**src/hdl/bfst_pkg.sv**
```systemverilog
// Shared types, codes and sizing for the best-fit free space table.
package bfst_pkg;

  localparam int unsigned TableDepth = 64;
  localparam int unsigned IdxW       = $clog2(TableDepth);
  localparam int unsigned CntW       = $clog2(TableDepth + 1);

  localparam logic [1:0] ReqFresh  = 2'd0;
  localparam logic [1:0] ReqLoaded = 2'd1;
  localparam logic [1:0] ReqAlloc  = 2'd2;
  localparam logic [1:0] ReqClear  = 2'd3;

  localparam logic [2:0] StInserted = 3'd0;
  localparam logic [2:0] StGranted  = 3'd1;
  localparam logic [2:0] StNoFit    = 3'd2;
  localparam logic [2:0] StFull     = 3'd3;
  localparam logic [2:0] StCleared  = 3'd4;

  typedef enum logic {
    CmpFit,
    CmpOrder
  } cmp_mode_e;

  typedef struct packed {
    logic [1:0]  req_type;
    logic [31:0] slot_position;
    logic [15:0] slot_size;
  } req_t;

  typedef struct packed {
    logic [2:0]  status;
    logic [31:0] granted_position;
    logic [15:0] granted_size;
  } resp_t;

  typedef struct packed {
    logic [31:0] position;
    logic [15:0] size;
    logic [15:0] stamp;
  } entry_t;

  typedef struct packed {
    cmp_mode_e   mode;
    logic [15:0] key_size;
    logic [15:0] key_stamp;
    logic [15:0] ent_size;
    logic [15:0] ent_stamp;
  } cmp_req_t;

endpackage

```
**src/hdl/bfst_cmp.sv**
```systemverilog
// Shared compare unit: fit test for allocate, order test for insert.
module bfst_cmp (
  input  bfst_pkg::cmp_req_t cmp_i,
  output logic               hit_o
);

  always_comb begin
    case (cmp_i.mode)
      bfst_pkg::CmpFit: begin
        hit_o = (cmp_i.key_size <= cmp_i.ent_size);
      end
      bfst_pkg::CmpOrder: begin
        // smaller size first; on a tie the larger signed stamp goes first
        if (cmp_i.key_size != cmp_i.ent_size) begin
          hit_o = (cmp_i.key_size < cmp_i.ent_size);
        end else begin
          hit_o = ($signed(cmp_i.key_stamp) > $signed(cmp_i.ent_stamp));
        end
      end
      default: begin
        hit_o = 1'b0;
      end
    endcase
  end

endmodule

```
**config.mk**
```make
export PLATFORM = sky130hd
export DESIGN_NAME = bfst_cmp
export DESIGN_NICKNAME = d
export VERILOG_FILES = /design/src/hdl/bfst_pkg.sv /design/src/hdl/bfst_cmp.sv
export SDC_FILE = /design/constraint.sdc
export NUM_CORES = 1
export LEC_CHECK = 0
export BUFFER_PORTS_ARGS = -buffer_cell sky130_fd_sc_hd__buf_2
export CAP_MARGIN = 20
export CORE_ASPECT_RATIO = 0.8
export CORE_MARGIN = 2
export CORE_UTILIZATION = 39
export DETAILED_ROUTE_END_ITERATION = 8
export GPL_TIMING_DRIVEN = 0
export PLACE_DENSITY = 0.79
export SLEW_MARGIN = 20
export SYNTH_ARGS = -nofsm -noshare
export SYNTH_HDL_FRONTEND = slang
export SYNTH_SLANG_ARGS = --single-unit
```
**constraint.sdc**
```tcl
create_clock -name vclk -period 3.8
set_input_delay 0.38 -clock vclk [all_inputs]
set_output_delay 0.38 -clock vclk [all_outputs]
set_load 0.01 [all_outputs]
```
==> results of run 1 <==
==> kinds of logic after synthesis <==
group | share of synthesized area
AOI/OAI and AO/OA | 0.219
adders and majority gates | 0.476
buffers and inverters | 0.152
and+or+nand+nor | 0.153
==> stage by stage <==
step | setup slack (ns) | cell area (sq um)
after floorplan | 1.65 | 841
after global placement | 1.36 | 1200
after detailed placement | 1.33 | 1200
after CTS | 1.31 | 1200
after global routing | 1.14 | 1200
final | 1.32 | 1200
==> layout make-up <==
type | instances | area (sq um)
Fill cell | 215 | 900
Multi-Input combinational cell | 81 | 713
Timing Repair Buffer | 66 | 330
Inverter | 34 | 128
Tap cell | 25 | 31.3
==> layer usage <==
layer  global-route usage  vias up
met5                    0        -
met4                    0        0
met3              0.00852        0
met2                0.336       32
met1                0.165      431
li1                     -      532
==> layout by cell type, fill, tap and decap left out <==
cell                       instances
sky130_fd_sc_hd__a211oi_1          3
sky130_fd_sc_hd__a21o_1            8
sky130_fd_sc_hd__a21o_2            1
sky130_fd_sc_hd__a21oi_1           8
sky130_fd_sc_hd__a41o_1            1
sky130_fd_sc_hd__and4_1            1
sky130_fd_sc_hd__buf_2            66
sky130_fd_sc_hd__ha_1             32
sky130_fd_sc_hd__inv_1            34
sky130_fd_sc_hd__nand2_1           5
sky130_fd_sc_hd__nand2b_1          2
sky130_fd_sc_hd__nand3_1           1
sky130_fd_sc_hd__nand4_1           4
sky130_fd_sc_hd__nand4_2           1
sky130_fd_sc_hd__nor2_1            3
sky130_fd_sc_hd__nor3_1            2
sky130_fd_sc_hd__nor3_2            1
sky130_fd_sc_hd__o211ai_1          1
sky130_fd_sc_hd__o21ai_0           3
sky130_fd_sc_hd__o221ai_1          1
sky130_fd_sc_hd__o32a_2            1
sky130_fd_sc_hd__or3_1             1
sky130_fd_sc_hd__or3b_1            1
==> worst max-delay path by stage <==
| stage | end | slack (ns) |
|---|---|---|
| 2_1_floorplan | hit_o | 1.65 |
| 3_3_place_gp | hit_o | 1.36 |
| 3_5_place_dp | hit_o | 1.33 |
| 4_1_cts | hit_o | 1.31 |
| 5_1_grt | hit_o | 1.14 |
| 6_report | hit_o | 1.32 |
==> power groups by stage <==
stage               logic, uW  registers [uW]  clock network (uW)
floorplan                62.4               0                   0
global placement          105               0                   0
detailed placement        111               0                   0
CTS                       112               0                   0
global route              128               0                   0
finish                    110               0                   0
==> summary by stage, run 1 <==
Setup path
The required time of the critical path is 3.42 ns. The top fanout value on the critical path is 4. The depth of the critical timing path with buffers and inverters included is 10. The critical path buffer and inverter count is 3. The setup path with the least slack is of type input pin to output port. In this run the worst setup path begins at cmp_i[15]. The worst stage delay on the critical path is 0.37 ns.

Broken down by cell family, the worst path's largest delay share belongs to simple AND/OR/NAND/NOR gates. Walking the worst path, the cells encountered are buf_2 > inv_1 > ha_1 > nand4_1 > nor3_1 > o21ai_0 > o211ai_1 > or3b_1 > nand3_1 > buf_2. For this design, the slowest cell found on the critical path is sky130_fd_sc_hd__or3b_1.

The signal arrival time at the worst endpoint is 2.10 ns. The worst setup path is launched from an input pin. By instance count, the cell type seen most on the critical path is sky130_fd_sc_hd__buf_2. The worst setup path is captured at an output port.

Pwr
The analysis attributes to net switching a power of 49.4 uW. Summed over all cells, the static leakage comes to 0.000818 uW. The power share of the clock group is 0. Cell internal power was estimated by the tool at 60.2 uW. Across the VDD grid, the largest voltage drop is 46.9 uV.

Of the total power, the share spent switching nets is 0.451. The share of total power dissipated in combinational logic is 1.000. The total power of the final layout is 110 uW. The power density of the placed cells is 91.2 nW/um^2. The share of total power dissipated in sequential elements is 0.

Routing
After detailed routing, the total wire length is 1990 microns. In the routed design, unresolved DRC markers number 0. The detailed router placed 995 vias in this run. The number of iterations in the first detailed-routing pass is 4. In the final routed layout, each cell accounts on average for 9.67 microns. In this run the remaining antenna-violating nets after routing total 0. The routed length on met3 is 128 microns. In this run, the number of DRC markers left after iteration 0 of detailed routing was 8. Using the TritonRoute via totals, the vias-per-cell ratio works out to 4.83. After detailed routing, the wire length on met1 is 819 microns. The routed length on met2 is 1040 microns. The highest routing layer actually used is met3.

Timing
Adding up every negative setup slack in the final design gives 0 ns. The number of failing hold endpoints at the final stage is 0. The final max-slew violation count was 0. The maximum achievable frequency is 403 MHz.

Setup violations remaining at the end of the flow were counted as 0. Dividing the final minimum period by the clock period gives 0.652. Subtracting the final worst setup slack from the clock period gives 2.48 ns. The headroom to the max-slew limit is 0.830. The final worst hold slack is 1.16 ns. The transition time at the pin with the least slew margin is 0.253 ns.

Setup repair after global routing left no endpoint under its margin.

Final layout
Measured on the finished design, the core utilization comes to 0.572. From synthesis to final layout, the design area changed by 43.0%. Of the cells placed in the final design, the portion with a size suffix greater than 1 is 0.387. In the final layout, flip-flops and latches occupy 0 sq um. The layout has 0 clock buffers. The sequential cell count of the final layout is 0. The count of inserted antenna diode cells is 0. The total number of nets in the final design is 280. The final cell count without fillers is 206.

Outcome
The run finished with clean final reports.

Worst hold path
The worst hold path terminates at hit_o. The number of instances on the worst hold path is 4. The path class of the tightest hold or removal check is input pin to output port.

The startpoint of the most critical hold path is cmp_i[64].

Die
The x dimension of the die is 55.9 microns. The area of the core is 2100 sq um. The die covers 2550 sq um.

The I/O pin total is 66. The die outline height is 45.5 microns. The row count is 15. The initial utilization of the core area, before any placement, comes to 0.400.

Yosys
The cell area after synthesis is 841 sq um. In the post-synthesis netlist, the biggest area contributors are sky130_fd_sc_hd__ha_1, sky130_fd_sc_hd__inv_1, sky130_fd_sc_hd__a21o_1, sky130_fd_sc_hd__a21oi_1, sky130_fd_sc_hd__nand4_1. By count the netlist is led by sky130_fd_sc_hd__inv_1, sky130_fd_sc_hd__ha_1, sky130_fd_sc_hd__a21o_1, sky130_fd_sc_hd__a21oi_1, sky130_fd_sc_hd__nand2_1. sky130_fd_sc_hd__ha_1 takes more of the synthesized area than any other cell.

The number of distinct library cells after synthesis is 22. The number of nets handed over by synthesis was 212. The share of synthesized area in the top cell type comes to 0.476. The mean instance size in the synthesized netlist is 7.31 sq um. The share of the Yosys chip area taken by registers is 0. The synthesized instance count is 115. The count of yosys warnings during synthesis is 0. sky130_fd_sc_hd__inv_1 is the most common cell in the netlist.

Placed design
The total of buffers placed on input and output ports is 66. Detailed placement ended at an HPWL of 1950 microns. The congestion estimate from routability-driven global placement came to 0.755. The number of instances in the placed design is 206.

Clock tree
The post-CTS setup buffer count is 0. The number of gates resized after CTS was 0. The count of hold-fix buffers inserted at cts is 0.

GRT
The number of antenna violations at the first check in global routing is 0. The global-route wire length before repair is 3230 microns. The maximum number of pins on one net before global-route repair is 5. After global routing the overflow that remains totals 0. The via count of the first global-routing pass is 905. In the global route stage, overall resource usage came out at 0.149.

Run
Max-cap violations in this run came to 0.
No activity file was read; power rests on OpenSTA's default activity.
==> run 2: changes to the inputs <==
- ABC_AREA: default -> 1
- PLACE_DENSITY: 0.79 -> 0.81
- clock period: 3.8 -> 2.1 ns (I/O delays scaled with it)
==> run 2 against run 1 <==
- area after synthesis grew 6.3%
- count of clock-buffer cells in the layout unchanged
- non-clock buffer count unchanged
- global-route usage fell by 2.2 points
- wire length is 13% lower
- power grew 90%
- highest routed layer unchanged
==> summary by stage, run 2 <==
Routing
The via total after detailed routing is 1032 (+3.7%). The number of DRC violations after detailed-routing iteration 0 came to 10 (+2). The number of vias per cell is 4.37 (-9.5%). The post-detailed-route wirelength per cell is 7.38 microns (-24%). The number of iterations in the first detailed-routing pass came to 4 (unchanged). The residual DRC count came to 0 (unchanged). The routed wire length was 1740 microns (-13%). The antenna violation net count after detailed routing is 0 (unchanged).

Timing
The final worst hold slack is 0.918 ns (-0.238 ns). The final max-slew violation count is 0 (unchanged). Derived from the worst setup path, the maximum achievable clock frequency is 568 MHz. The number of failing hold endpoints at the final stage is 0 (unchanged). The share of the cycle needed by the critical path after routing is 0.839.

The headroom to the max-slew limit is 0.835 (+0.00531). The transition time at the pin with the least slew margin was 0.244 ns (-0.00945 ns). The final period demand of the worst path is 1.76 ns. Setup repair after global routing left no endpoint under its margin. The smallest setup slack after layout is 0.338 ns (-0.983 ns).

The final count of negative-setup-slack endpoints is 0 (unchanged). The total negative slack came to 0 ns (unchanged).

Setup path
The most critical setup path has its startpoint at cmp_i[15]. The critical path is of the input pin to output port type. The largest delay contributor family on the critical path is simple AND/OR/NAND/NOR gates. The destination of the critical timing path is hit_o. The signal arrival time at the worst endpoint came to 1.55 ns (-0.55 ns). The worst setup path is launched from an input pin. The top fanout value on the critical path is 4 (unchanged). Traced cell by cell, the critical path runs through buf_2 > inv_1 > ha_1 > nand2_2 > nor3_2 > nand2_1 > nand2_1 > nand2_1 > nand2_1 > nand2_1 > a21oi_1 > buf_2. The slowest cell on the critical path is sky130_fd_sc_hd__ha_1. The required time of the critical path is 1.89 ns (-1.53 ns). STA classifies the critical path endpoint as an output port.

The critical path buffer and inverter count is 3 (unchanged). The depth of the critical timing path with buffers and inverters included was 12 (+2). Counting stages on the worst path, the most repeated cell is sky130_fd_sc_hd__nand2_1. The worst stage delay on the critical path is 0.34 ns (-0.03 ns).

Die
The area enclosed by the die boundary is 2690 sq um (+5.8%). The x dimension of the die is 57.5 microns (+2.9%). The I/O pin total is 66 (unchanged). The die outline height is 46.8 microns (+2.8%).

The area of the core came to 2160 sq um (+2.7%). The row count was 15 (unchanged). The starting density of the core was 0.414 (+0.0139).

Placed design
The worst-case setup slack after placement is 0.344 ns (-0.983 ns). The total of buffers placed on input and output ports is 66 (unchanged). The final weighted congestion in routability-driven placement is 0.748 (-0.94%).

The detailed placement HPWL is 1670 microns (-14%).

GRT
The overall fraction of global-route tracks in use was 0.127 (-0.0217). The remaining global-route overflow is 0 (unchanged). The via count of the first global-routing pass is 802 (-11%). The global-route wire length before repair is 2880 microns (-11%). The maximum number of pins on one net before global-route repair is 5 (unchanged). The number of antenna violations at the first check in global routing is 0 (unchanged).

Final layout
The proportion of layout cells with a drive suffix above 1 is 0.346 (-0.0408). The sequential standard cell area is 0 sq um (unchanged). The end-of-flow core utilization is 0.581 (+0.00943). The sequential cell count of the final layout is 0 (unchanged). The library cell used most frequently in the layout, excluding fill and tap cells, is sky130_fd_sc_hd__buf_2.

The filler cell count in the final layout is 206 (-4.2%). Leaving out fill and tap cells, the most frequent cells in the layout are sky130_fd_sc_hd__buf_2, sky130_fd_sc_hd__inv_1, sky130_fd_sc_hd__ha_1. The count of inserted antenna diode cells is 0 (unchanged).

The final-layout clock buffer total is 0 (unchanged). The area added between synthesis and finish is 40.5%. The total number of nets in the final design is 310 (+11%).

Yosys
The post-synth net total is 242 (+14%). The synthesized instance count is 145 (+26%). The number of distinct library cells after synthesis is 17 (-23%).

The cell area after synthesis was 893 sq um (+6.3%). The fraction of post-synthesis cell area in the top cell type by area is 0.448 (-0.0280). By count the netlist is led by sky130_fd_sc_hd__inv_1, sky130_fd_sc_hd__ha_1, sky130_fd_sc_hd__nand2_1. Of all cell types, the one taking the most synthesized area is sky130_fd_sc_hd__ha_1. The mean instance size in the synthesized netlist is 6.16 sq um (-16%). By area the synthesized netlist is led by sky130_fd_sc_hd__ha_1, sky130_fd_sc_hd__inv_1, sky130_fd_sc_hd__nand2_1, sky130_fd_sc_hd__a21oi_1, sky130_fd_sc_hd__nand3_1. The most frequent cell after synthesis is sky130_fd_sc_hd__inv_1. The count of yosys warnings during synthesis is 0 (unchanged). The sequential element share of the synthesized area was 0 (unchanged).

Pwr
The portion of total power attributed to combinational logic was 1.000 (about the same). The power share of the clock group was 0 (unchanged). The leakage component of the power is 0.000881 uW (+7.6%). The total power of the final layout is 209 uW (+90%). The maximum resistive drop on vdd was 90.7 uV (+94%). The power density of the placed cells is 166 nW/um^2 (+83%).

The net switching power is 101 uW (+110%). The proportion of total power due to net switching is 0.486 (+0.0348). The internal portion of total power was 107 uW (+78%).

The portion of total power attributed to sequential cells is 0 (unchanged).

Clock tree
The post-CTS setup buffer count is 0 (unchanged). The count of hold-fix buffers inserted at cts is 0 (unchanged). The number of gates given a new drive strength after cts is 0 (unchanged).

Worst hold path
The tightest min-delay check is of the input pin to output port type.

Run
The total of max-cap violations is 0 (unchanged).

Outcome
The flow ran to the end, and the final reports show no timing, DRC or antenna violations.
==> run 2: changes by cell type after synthesis, moves of 3 or more <==
| cell | previous run | this run |
|---|---|---|
| sky130_fd_sc_hd__a211oi_1 | 3 | 0 |
| sky130_fd_sc_hd__nand2_1 | 5 | 26 |
| sky130_fd_sc_hd__o21ai_1 | 0 | 3 |
| sky130_fd_sc_hd__a21oi_1 | 8 | 14 |
| sky130_fd_sc_hd__inv_1 | 34 | 44 |
| sky130_fd_sc_hd__a21o_1 | 8 | 0 |
| sky130_fd_sc_hd__nand3_1 | 1 | 5 |
==> run 2: kinds of logic (layout without fill, tap and decap cells) <==
kind of cell,count (synthesis),count (layout),share of synthesized area
compound gates,22,22,0.130
simple gates,45,45,0.228
fa+ha+maj,32,32,0.448
buf+inv,46,112,0.193
==> run 2: power by group through the flow <==
stage	clock network, uW	registers (uW)	logic (uW)
6_report	0	0	209
5_1_grt	0	0	248
4_1_cts	0	0	213
3_5_place_dp	0	0	211
3_3_place_gp	0	0	207
2_1_floorplan	0	0	127
==> run 2: cell type report <==
| cell class | instances | area, sq um | share of cell area |
|---|---|---|---|
| Inverter | 46 | 173 | 0.138 |
| Multi-Input combinational cell | 99 | 721 | 0.574 |
| Tap cell | 25 | 31.3 | 0.0249 |
| Timing Repair Buffer | 66 | 330 | 0.263 |
==> run 2: worst min-delay path, delay by kind of cell <==
family          cells  cell delay [ns]
buf+inv             2             0.24
simple gates        1             0.13
compound gates      1             0.13
==> run 2: worst min path at each step <==
stage          startpoint     to  slack [ns]  cells past startpoint
2_1_floorplan    cmp_i[0]  hit_o        0.76                      4
3_3_place_gp    cmp_i[64]  hit_o        0.90                      4
3_5_place_dp    cmp_i[64]  hit_o        0.91                      4
4_1_cts         cmp_i[64]  hit_o        0.91                      4
5_1_grt         cmp_i[64]  hit_o        0.92                      4
6_report        cmp_i[64]  hit_o        0.92                      4
==> run 2: layer usage <==
| metal | vias to the layer above | GRT usage | part of all wire |
|---|---|---|---|
| met1 | 404 | 0.169 | 0.46 |
| met2 | 35 | 0.248 | 0.45 |
| met3 | 0 | 0.00551 | 0.089 |
| met5 | - | 0 | 0 |
| met4 | 0 | 0 | 0 |
| li1 | 593 | - | - |
==> run 2: per-stage QoR <==
stage	std cells	area, sq um
4_1_cts	236	1250
3_3_place_gp	236	1250
5_1_grt	236	1250
2_1_floorplan	145	893
3_5_place_dp	236	1250
6_report	236	1250
